File: src/hw/rtl/waveform_min_max_envelope_assert.svh
// Assertion macros for the waveform envelope block.
// Included by the RTL files that carry concurrent checks; no other dependencies.
`ifndef WAVEFORM_MIN_MAX_ENVELOPE_ASSERT_SVH
`define WAVEFORM_MIN_MAX_ENVELOPE_ASSERT_SVH
`ifndef SYNTHESIS
// Checked on every rising clock edge once reset is released.
`define WVENV_ASSERT(lbl, clk, rst_n, prop, msg) \
    lbl: assert property (@(posedge clk) disable iff (!rst_n) (prop)) else $error(msg);
// Same check, but also active while reset is held.
`define WVENV_ASSERT_ALWAYS(lbl, clk, prop, msg) \
    lbl: assert property (@(posedge clk) (prop)) else $error(msg);
`else
`define WVENV_ASSERT(lbl, clk, rst_n, prop, msg)
`define WVENV_ASSERT_ALWAYS(lbl, clk, prop, msg)
`endif
`endif

File: src/hw/rtl/wvenv_pkg.sv
// Shared types and constants of the waveform envelope block.
// No dependencies; imported by every module of the block.
`default_nettype none
package wvenv_pkg;

    // Configuration register indexes
    localparam logic CFG_SAMPLES_PER_COLUMN = 1'b0;
    localparam logic CFG_DISPLAY_ENABLED    = 1'b1;

    // Division by 300 as (x * RECIP) >> RECIP_SHIFT, exact for x <= 32768
    localparam logic [15:0] RECIP       = 16'd55925;
    localparam int          RECIP_SHIFT = 24;

    localparam int QUEUE_DEPTH = 4;
    localparam int QPTR_W      = 2;
    localparam int QCNT_W      = 3;

    typedef struct packed {
        logic [15:0] samples_per_column;
        logic        display_enabled;
    } cfg_t;

    // One closed column, handed from the front to the back
    typedef struct packed {
        logic [9:0]  column;
        logic [14:0] max_mag;   // column maximum floored at zero
        logic [15:0] min_mag;   // magnitude of column minimum capped at zero
        logic        last;
    } col_entry_t;

endpackage
`default_nettype wire

File: src/hw/rtl/wvenv_front.sv
// Front end: accepts samples, folds them into running extremes, closes columns.
// Depends on wvenv_pkg and the assertion macro header.
`default_nettype none
`include "waveform_min_max_envelope_assert.svh"
module wvenv_front
    import wvenv_pkg::*;
#(
    parameter int COLUMNS = 600
) (
    input  wire logic              aclk,
    input  wire logic              aresetn,
    input  wire cfg_t              cfg,
    input  wire logic              accept,
    input  wire logic signed [15:0] sample,
    input  wire logic              new_frame,
    output logic                   push,
    output col_entry_t             entry
);

    localparam logic [9:0] LAST_COL = 10'(COLUMNS - 1);

    logic [9:0]         col_reg, col_next;
    logic [15:0]        cnt_reg, cnt_next;
    logic signed [15:0] max_reg, max_next;
    logic signed [15:0] min_reg, min_next;
    logic               done_reg, done_next;

    logic [9:0]         base_col;
    logic [15:0]        base_cnt, cnt_inc, need;
    logic signed [15:0] base_max, base_min, fold_max, fold_min;
    logic               base_done, close, is_last;

    always_comb begin
        base_col  = new_frame ? 10'd0 : col_reg;
        base_cnt  = new_frame ? 16'd0 : cnt_reg;
        base_max  = new_frame ? 16'sd0 : max_reg;
        base_min  = new_frame ? 16'sd0 : min_reg;
        base_done = new_frame ? 1'b0 : done_reg;

        fold_max = (sample > base_max) ? sample : base_max;
        fold_min = (sample < base_min) ? sample : base_min;
        cnt_inc  = base_cnt + 16'd1;
        need     = (cfg.samples_per_column == 16'd0) ? 16'd1 : cfg.samples_per_column;
        close    = (cnt_inc >= need);
        is_last  = (base_col >= LAST_COL);

        col_next  = base_col;
        cnt_next  = base_cnt;
        max_next  = base_max;
        min_next  = base_min;
        done_next = base_done;
        if (!base_done) begin
            if (close) begin
                cnt_next  = 16'd0;
                max_next  = 16'sd0;
                min_next  = 16'sd0;
                col_next  = is_last ? 10'd0 : base_col + 10'd1;
                done_next = is_last;
            end else begin
                cnt_next = cnt_inc;
                max_next = fold_max;
                min_next = fold_min;
            end
        end

        push          = accept && !base_done && close;
        entry.column  = base_col;
        entry.last    = is_last;
        entry.max_mag = cfg.display_enabled ? fold_max[14:0] : 15'd0;
        entry.min_mag = cfg.display_enabled ? 16'd0 - $unsigned(fold_min) : 16'd0;
    end

    always_ff @(posedge aclk) begin
        if (!aresetn) begin
            col_reg  <= 10'd0;
            cnt_reg  <= 16'd0;
            max_reg  <= 16'sd0;
            min_reg  <= 16'sd0;
            done_reg <= 1'b0;
        end else if (accept) begin
            col_reg  <= col_next;
            cnt_reg  <= cnt_next;
            max_reg  <= max_next;
            min_reg  <= min_next;
            done_reg <= done_next;
        end
    end

    `WVENV_ASSERT(a_done_clears, aclk, aresetn, done_reg |-> (col_reg == 10'd0 && cnt_reg == 16'd0), "finished frame left counters set")
    `WVENV_ASSERT(a_col_range, aclk, aresetn, col_reg <= LAST_COL, "column counter past last column")
    `WVENV_ASSERT(a_extremes_sign, aclk, aresetn, (max_reg >= 16'sd0) && (min_reg <= 16'sd0), "running extremes crossed zero")

endmodule
`default_nettype wire

File: src/hw/rtl/wvenv_queue.sv
// Short FIFO of closed columns between the front and the back.
// Depends on wvenv_pkg and the assertion macro header.
`default_nettype none
`include "waveform_min_max_envelope_assert.svh"
module wvenv_queue
    import wvenv_pkg::*;
(
    input  wire logic       aclk,
    input  wire logic       aresetn,
    input  wire logic       push,
    input  wire col_entry_t push_data,
    input  wire logic       pop,
    output logic            full,
    output logic            not_empty,
    output col_entry_t      head
);

    col_entry_t         mem [QUEUE_DEPTH];
    logic [QPTR_W-1:0]  wr_ptr_reg, rd_ptr_reg;
    logic [QCNT_W-1:0]  count_reg;

    assign full      = (count_reg == QCNT_W'(QUEUE_DEPTH));
    assign not_empty = (count_reg != '0);
    assign head      = mem[rd_ptr_reg];

    always_ff @(posedge aclk) begin
        if (push) begin
            mem[wr_ptr_reg] <= push_data;
        end
    end

    always_ff @(posedge aclk) begin
        if (!aresetn) begin
            wr_ptr_reg <= '0;
            rd_ptr_reg <= '0;
            count_reg  <= '0;
        end else begin
            if (push) begin
                wr_ptr_reg <= wr_ptr_reg + QPTR_W'(1);
            end
            if (pop) begin
                rd_ptr_reg <= rd_ptr_reg + QPTR_W'(1);
            end
            case ({push, pop})
                2'b10:   count_reg <= count_reg + QCNT_W'(1);
                2'b01:   count_reg <= count_reg - QCNT_W'(1);
                default: count_reg <= count_reg;
            endcase
        end
    end

    `WVENV_ASSERT(a_no_overflow, aclk, aresetn, push |-> !full, "push into full queue")
    `WVENV_ASSERT(a_no_underflow, aclk, aresetn, pop |-> not_empty, "pop from empty queue")
    `WVENV_ASSERT(a_count_range, aclk, aresetn, count_reg <= QCNT_W'(QUEUE_DEPTH), "queue count out of range")

endmodule
`default_nettype wire

File: src/hw/rtl/wvenv_back.sv
// Back end: scales a closed column by 1/300 and holds it in the output register.
// Depends on wvenv_pkg and the assertion macro header.
`default_nettype none
`include "waveform_min_max_envelope_assert.svh"
module wvenv_back
    import wvenv_pkg::*;
(
    input  wire logic       aclk,
    input  wire logic       aresetn,
    input  wire logic       q_not_empty,
    input  wire col_entry_t q_head,
    output logic            q_pop,
    output logic            m_valid,
    input  wire logic       m_ready,
    output logic [9:0]      column_index,
    output logic [6:0]      upper_value,
    output logic [7:0]      lower_value,
    output logic            last_column
);

    logic        valid_reg;
    logic [9:0]  col_reg;
    logic [6:0]  up_reg;
    logic [7:0]  lo_reg;
    logic        last_reg;

    logic [31:0] up_prod, lo_prod;
    logic [6:0]  up_q, lo_q;

    always_comb begin
        up_prod = 32'({1'b0, q_head.max_mag}) * 32'(RECIP);
        lo_prod = 32'(q_head.min_mag) * 32'(RECIP);
        up_q    = up_prod[RECIP_SHIFT+6:RECIP_SHIFT];
        lo_q    = lo_prod[RECIP_SHIFT+6:RECIP_SHIFT];
        q_pop   = q_not_empty && (!valid_reg || m_ready);
    end

    always_ff @(posedge aclk) begin
        if (!aresetn) begin
            valid_reg <= 1'b0;
        end else if (!valid_reg || m_ready) begin
            valid_reg <= q_not_empty;
        end
    end

    always_ff @(posedge aclk) begin
        if (q_pop) begin
            col_reg  <= q_head.column;
            up_reg   <= up_q;
            lo_reg   <= 8'd0 - {1'b0, lo_q};
            last_reg <= q_head.last;
        end
    end

    assign m_valid      = valid_reg;
    assign column_index = col_reg;
    assign upper_value  = up_reg;
    assign lower_value  = lo_reg;
    assign last_column  = last_reg;

    `WVENV_ASSERT(a_upper_range, aclk, aresetn, valid_reg |-> (up_reg <= 7'd109), "upper value out of range")
    `WVENV_ASSERT(a_lower_range, aclk, aresetn, valid_reg |-> ($signed(lo_reg) <= 8'sd0 && $signed(lo_reg) >= -8'sd109), "lower value out of range")
    `WVENV_ASSERT(a_pop_loads, aclk, aresetn, q_pop |=> valid_reg, "popped column not presented")

endmodule
`default_nettype wire

File: src/hw/rtl/waveform_min_max_envelope.sv
// Waveform min/max envelope decimator, top level.
// Depends on wvenv_pkg, wvenv_front, wvenv_queue, wvenv_back.
//
// Usage:
//   Samples enter on the s_ stream: s_tdata carries the signed 16-bit sample,
//   s_tuser the new-frame flag, which restarts the frame at column zero before
//   the sample is folded in. Every samples_per_column samples close one column,
//   and one envelope transaction leaves on the m_ stream with column index,
//   upper and lower peak (each divided by 300, truncated toward zero); m_tlast
//   marks the final column of a frame. After that column, samples are taken
//   and dropped until a new-frame flag arrives.
//   Throughput: one sample per cycle while the queue has room. The front
//   folds a sample into its compare-and-count registers; the back issues at
//   most one column a cycle. Path: a closed column is written into the queue,
//   then scaled by the multiply into the output register that drives m_tvalid.
//   Stall: a four-deep column queue separates the two halves; s_tready drops
//   only once the queue is full while m_tready is held low.
//   Reset: aresetn low, synchronous; clears counters, extremes, queue and the
//   output valid; samples_per_column returns to 1, display_enabled to 0.
//   Configuration: cfg_we writes cfg_wdata to register cfg_addr (0 samples per
//   column, 1 display enable) at the clock edge; write only while idle.
`default_nettype none
module waveform_min_max_envelope
    import wvenv_pkg::*;
#(
    parameter int COLUMNS = 600
) (
    input  wire logic        aclk,
    input  wire logic        aresetn,
    // configuration write port
    input  wire logic        cfg_we,
    input  wire logic        cfg_addr,
    input  wire logic [15:0] cfg_wdata,
    // sample stream
    input  wire logic        s_tvalid,
    output logic             s_tready,
    input  wire logic [15:0] s_tdata,   // [15:0] sample_value
    input  wire logic        s_tuser,   // [0] new_frame
    // envelope stream
    output logic             m_tvalid,
    input  wire logic        m_tready,
    output logic [31:0]      m_tdata,   // [9:0] column_index, [16:10] upper_value,
                                        // [24:17] lower_value, [31:25] zero
    output logic             m_tlast    // last_column
);

    cfg_t       cfg_reg;
    logic       accept, push, q_full, q_not_empty, q_pop;
    col_entry_t push_entry, q_head;
    logic [9:0] column_index;
    logic [6:0] upper_value;
    logic [7:0] lower_value;

    // Configuration registers
    always_ff @(posedge aclk) begin
        if (!aresetn) begin
            cfg_reg.samples_per_column <= 16'd1;
            cfg_reg.display_enabled    <= 1'b0;
        end else if (cfg_we) begin
            case (cfg_addr)
                CFG_SAMPLES_PER_COLUMN: cfg_reg.samples_per_column <= cfg_wdata;
                CFG_DISPLAY_ENABLED:    cfg_reg.display_enabled    <= cfg_wdata[0];
                default:                cfg_reg                    <= cfg_reg;
            endcase
        end
    end

    // Any accepted sample may close a column, so room in the queue gates input
    assign s_tready = !q_full;
    assign accept   = s_tvalid && s_tready;

    wvenv_front #(
        .COLUMNS (COLUMNS)
    ) u_front (
        .aclk      (aclk),
        .aresetn   (aresetn),
        .cfg       (cfg_reg),
        .accept    (accept),
        .sample    ($signed(s_tdata)),
        .new_frame (s_tuser),
        .push      (push),
        .entry     (push_entry)
    );

    wvenv_queue u_queue (
        .aclk      (aclk),
        .aresetn   (aresetn),
        .push      (push),
        .push_data (push_entry),
        .pop       (q_pop),
        .full      (q_full),
        .not_empty (q_not_empty),
        .head      (q_head)
    );

    wvenv_back u_back (
        .aclk         (aclk),
        .aresetn      (aresetn),
        .q_not_empty  (q_not_empty),
        .q_head       (q_head),
        .q_pop        (q_pop),
        .m_valid      (m_tvalid),
        .m_ready      (m_tready),
        .column_index (column_index),
        .upper_value  (upper_value),
        .lower_value  (lower_value),
        .last_column  (m_tlast)
    );

    assign m_tdata = {7'd0, lower_value, upper_value, column_index};

endmodule
`default_nettype wire
File: config.mk
export PLATFORM = sky130hd
export DESIGN_NAME = waveform_min_max_envelope
export DESIGN_NICKNAME = d
export VERILOG_FILES = /design/src/hw/rtl/wvenv_pkg.sv /design/src/hw/rtl/wvenv_front.sv /design/src/hw/rtl/wvenv_queue.sv /design/src/hw/rtl/wvenv_back.sv /design/src/hw/rtl/waveform_min_max_envelope.sv
export VERILOG_INCLUDE_DIRS = /design/src /design/src/hw/rtl
export SDC_FILE = /design/constraint.sdc
export NUM_CORES = 1
export LEC_CHECK = 0
export ABC_AREA = 0
export BUFFER_PORTS_ARGS = -buffer_cell sky130_fd_sc_hd__buf_4
export CAP_MARGIN = 20
export CORE_AREA = 4 4 278 280
export CTS_CLUSTER_SIZE = 10
export DETAILED_ROUTE_END_ITERATION = 10
export DIE_AREA = 0 0 282 284
export GPL_TIMING_DRIVEN = 0
export HOLD_SLACK_MARGIN = 0.02
export PLACE_DENSITY = 0.5
export RECOVER_POWER = 100
export SYNTH_ARGS = -nofsm -noshare
export SYNTH_HDL_FRONTEND = slang
export SYNTH_SLANG_ARGS = --single-unit
File: constraint.sdc
create_clock -name aclk -period 8.7 [get_ports aclk]
set_clock_uncertainty 0.2 [all_clocks]
set_input_delay 0 -clock aclk [delete_from_list [all_inputs] [get_ports aclk]]
set_output_delay 0 -clock aclk [all_outputs]
set_load 0.005 [all_outputs]
==> impl_metrics.tcl <==
set metrics [dict create \
    status "finished with violations" \
    violations "max-capacitance violations, max-slew violations" \
    layout.nets 2737 \
    worst_slew_pin_slew_ps 2100 \
    wl_per_cell_um 16.5 \
    finalCritPeriodShare_pct 93.7 \
    die_x_um 282 \
    rrSetupSlack_ps 550 \
    firstDrtPassIters 7 \
    yosys.area.top_type_share_pct 26.1 \
    drt-initial-drc-count 715 \
    hold_start "cfg_addr" \
    grt_pass1_vias 16000 \
    cap_viol_max_count 5 \
    coreArea_um2 74400 \
    viasPerCell 4.65 \
    ant_nets 0 \
    cp_max_fo 10 \
    ys.flop_type "edfxtp_1" \
    overflow 0 \
    hold_viol_final 0 \
    async_flop_share_pct 0 \
    cts_sinks 280 \
    synth_cell_types 72 \
    dp.cells 3064 \
    grt_antenna_before_repair 2 \
    finalSetupViolCount 0 \
    critPathCaptureType "register" \
    worst_ep_arrival_time_ps 8230 \
    initial_core_util_pct 30.0 \
    seq_area_frac_synth_pct 33.8 \
    root_buffer "clkbuf_16" \
    rsz0062_at_grt "no" \
    wl_um 52900 \
    synth_area_per_cell_um2 11.1 \
    hold_end "cfg_reg[0]" \
    critPathLaunchType "register" \
    worstSkewPairLatency_ps 570 \
    postSynthCellCount 2019 \
    htree_levels 2 \
    slew_headroom_pct -39.9 \
    dp_hpwl_um 42100 \
    hold_class "in -> reg" \
    final_cell_mix "inv_1, ha_1, edfxtp_1" \
    cts_tree "yes" \
    synth_edf_count 194 \
    largest_reg_flops 168 \
    std_cell_rows 100 \
    grt_max_degree 31 \
    area_growth_pct 16.5 \
    synth-seq-cells 280 \
    drc 0 \
    io_pins 74 \
    reg2reg_depth 27 \
    grt_pass1_wl_um 85600 \
    dieHeight_um 284 \
    final_common_cell "inv_1" \
    port_buffers 65 \
    place_congestion 0.878 \
    die_area_um2 80100 \
    yosysTopAreaCell "edfxtp_1" \
    final_cells 3210 \
    grt_usage_pct 13.4 \
    cp_data_required_time_ps 8780 \
    max_freq_ghz 0.123 \
    clk_pin_slew_ps 60 \
    vias 14900 \
    synth.area.top_cells "edfxtp_1, fa_1, ha_1" \
    drive_above_1_share_pct 8.35 \
    worstSetupPathType "reg -> reg" \
    finalCriticalPeriod_ps 8150 \
    yosysWarnings 0 \
    cts_buffers 37 \
    clockBufferDepth 3 \
    holdPathStages 4 \
    syn_area_um2 22300 \
    r2r_end "u_back.lower_value[6]" \
    slew_viol_final 135 \
]
==> cell type report <==
type / count / area, um^2
Sequential cell: 280 / 7550
Fill cell: 7433 / 48400
Clock inverter: 10 / 113
Antenna cell: 1 / 2.50
Tap cell: 969 / 1210
Multi-Input combinational cell: 1325 / 13200
Timing Repair Buffer: 150 / 1300
Buffer: 59 / 264
Inverter: 359 / 1360
Clock buffer: 57 / 1020
==> per-stage QoR <==
step | area, um^2 | setup TNS (ps) | utilization [%] | hold WS (ps) | worst slack [ps]
after floorplan | 22300 | 0 | - | -76.1 | 797
after global placement | 24000 | -428 | 32.3 | 41.7 | -428
after detailed placement | 24200 | -458 | 32.5 | 49.9 | -458
after CTS | 26100 | 0 | 35.1 | 50.1 | 26.2
after global routing | 26000 | 0 | 34.9 | 151 | 36.5
final | 26000 | 0 | 34.9 | 137 | 552
==> cell usage after synthesis (31+ instances only) <==
cell type and n:
a21oi_1 79, mux4_2 42, inv_1 359, clkbuf_1 44
and2_1 31, nor3_1 39, xnor2_1 34, fa_1 188
nor2_1 87, nor2b_1 41, ha_1 298, edfxtp_1 194
dfxtp_1 86, o21ai_0 35, a21boi_0 33, nand3_1 45
nand2_1 136
==> how the worst max path moves through the flow <==
stage | to | slack, ps | cells after the start
3_5_place_dp | u_back.lower_value[6] | -460 | 28
2_1_floorplan | u_back.lower_value[6] | 800 | 25
3_3_place_gp | u_back.lower_value[6] | -430 | 28
5_1_grt | u_back.lower_value[6] | 40 | 26
6_report | u_back.lower_value[6] | 550 | 27
4_1_cts | u_back.lower_value[6] | 30 | 26
==> kinds of logic after synthesis <==
family / synth area share (%)
AOI/OAI and AO/OA: 7.62
adders and majority gates: 33.6
buffers and inverters: 7.22
other: 0.0168
muxes: 6.09
xor gates and xnor gates: 2.28
DFF: 33.8
and+or+nand+nor: 9.41
==> worst max-delay path: stages (launching register included) <==
cell	delay, ps
dfxtp_2	410
buf_4	300
mux4_2	700
inv_1	210
fa_1	470
fa_1	510
inv_1	40
ha_1	270
inv_1	50
fa_1	470
inv_1	50
fa_1	520
inv_1	60
fa_1	520
inv_1	40
ha_1	340
a21o_1	180
a2111oi_0	430
o21ai_0	190
o22ai_1	240
xor2_1	280
ha_1	240
nand2b_1	80
mux2i_2	240
nand2b_1	130
mux2_2	290
a221oi_2	290
xor2_1	90
==> routing by layer <==
metal | up-vias | routed length (um) | share of wire (%) | track usage [%]
met5 | - | 7 | 0.013 | 0
met4 | 2 | 1250 | 2.4 | 3.78
met3 | 78 | 1710 | 3.2 | 1.87
met2 | 250 | 25400 | 48 | 22.6
met1 | 7343 | 24600 | 46 | 17.8
li1 | 7243 | - | - | -
==> timing repair <==
action	4_1_cts	5_1_grt
resized for setup	12	11
endpoints found under the setup margin	1	2
endpoints found under the hold margin	177	0
buffers inserted	0	0
hold buffers	80	0
Power is not shown: default switching activity piles up to over one toggle a cycle in this logic, so the estimate is an artifact.
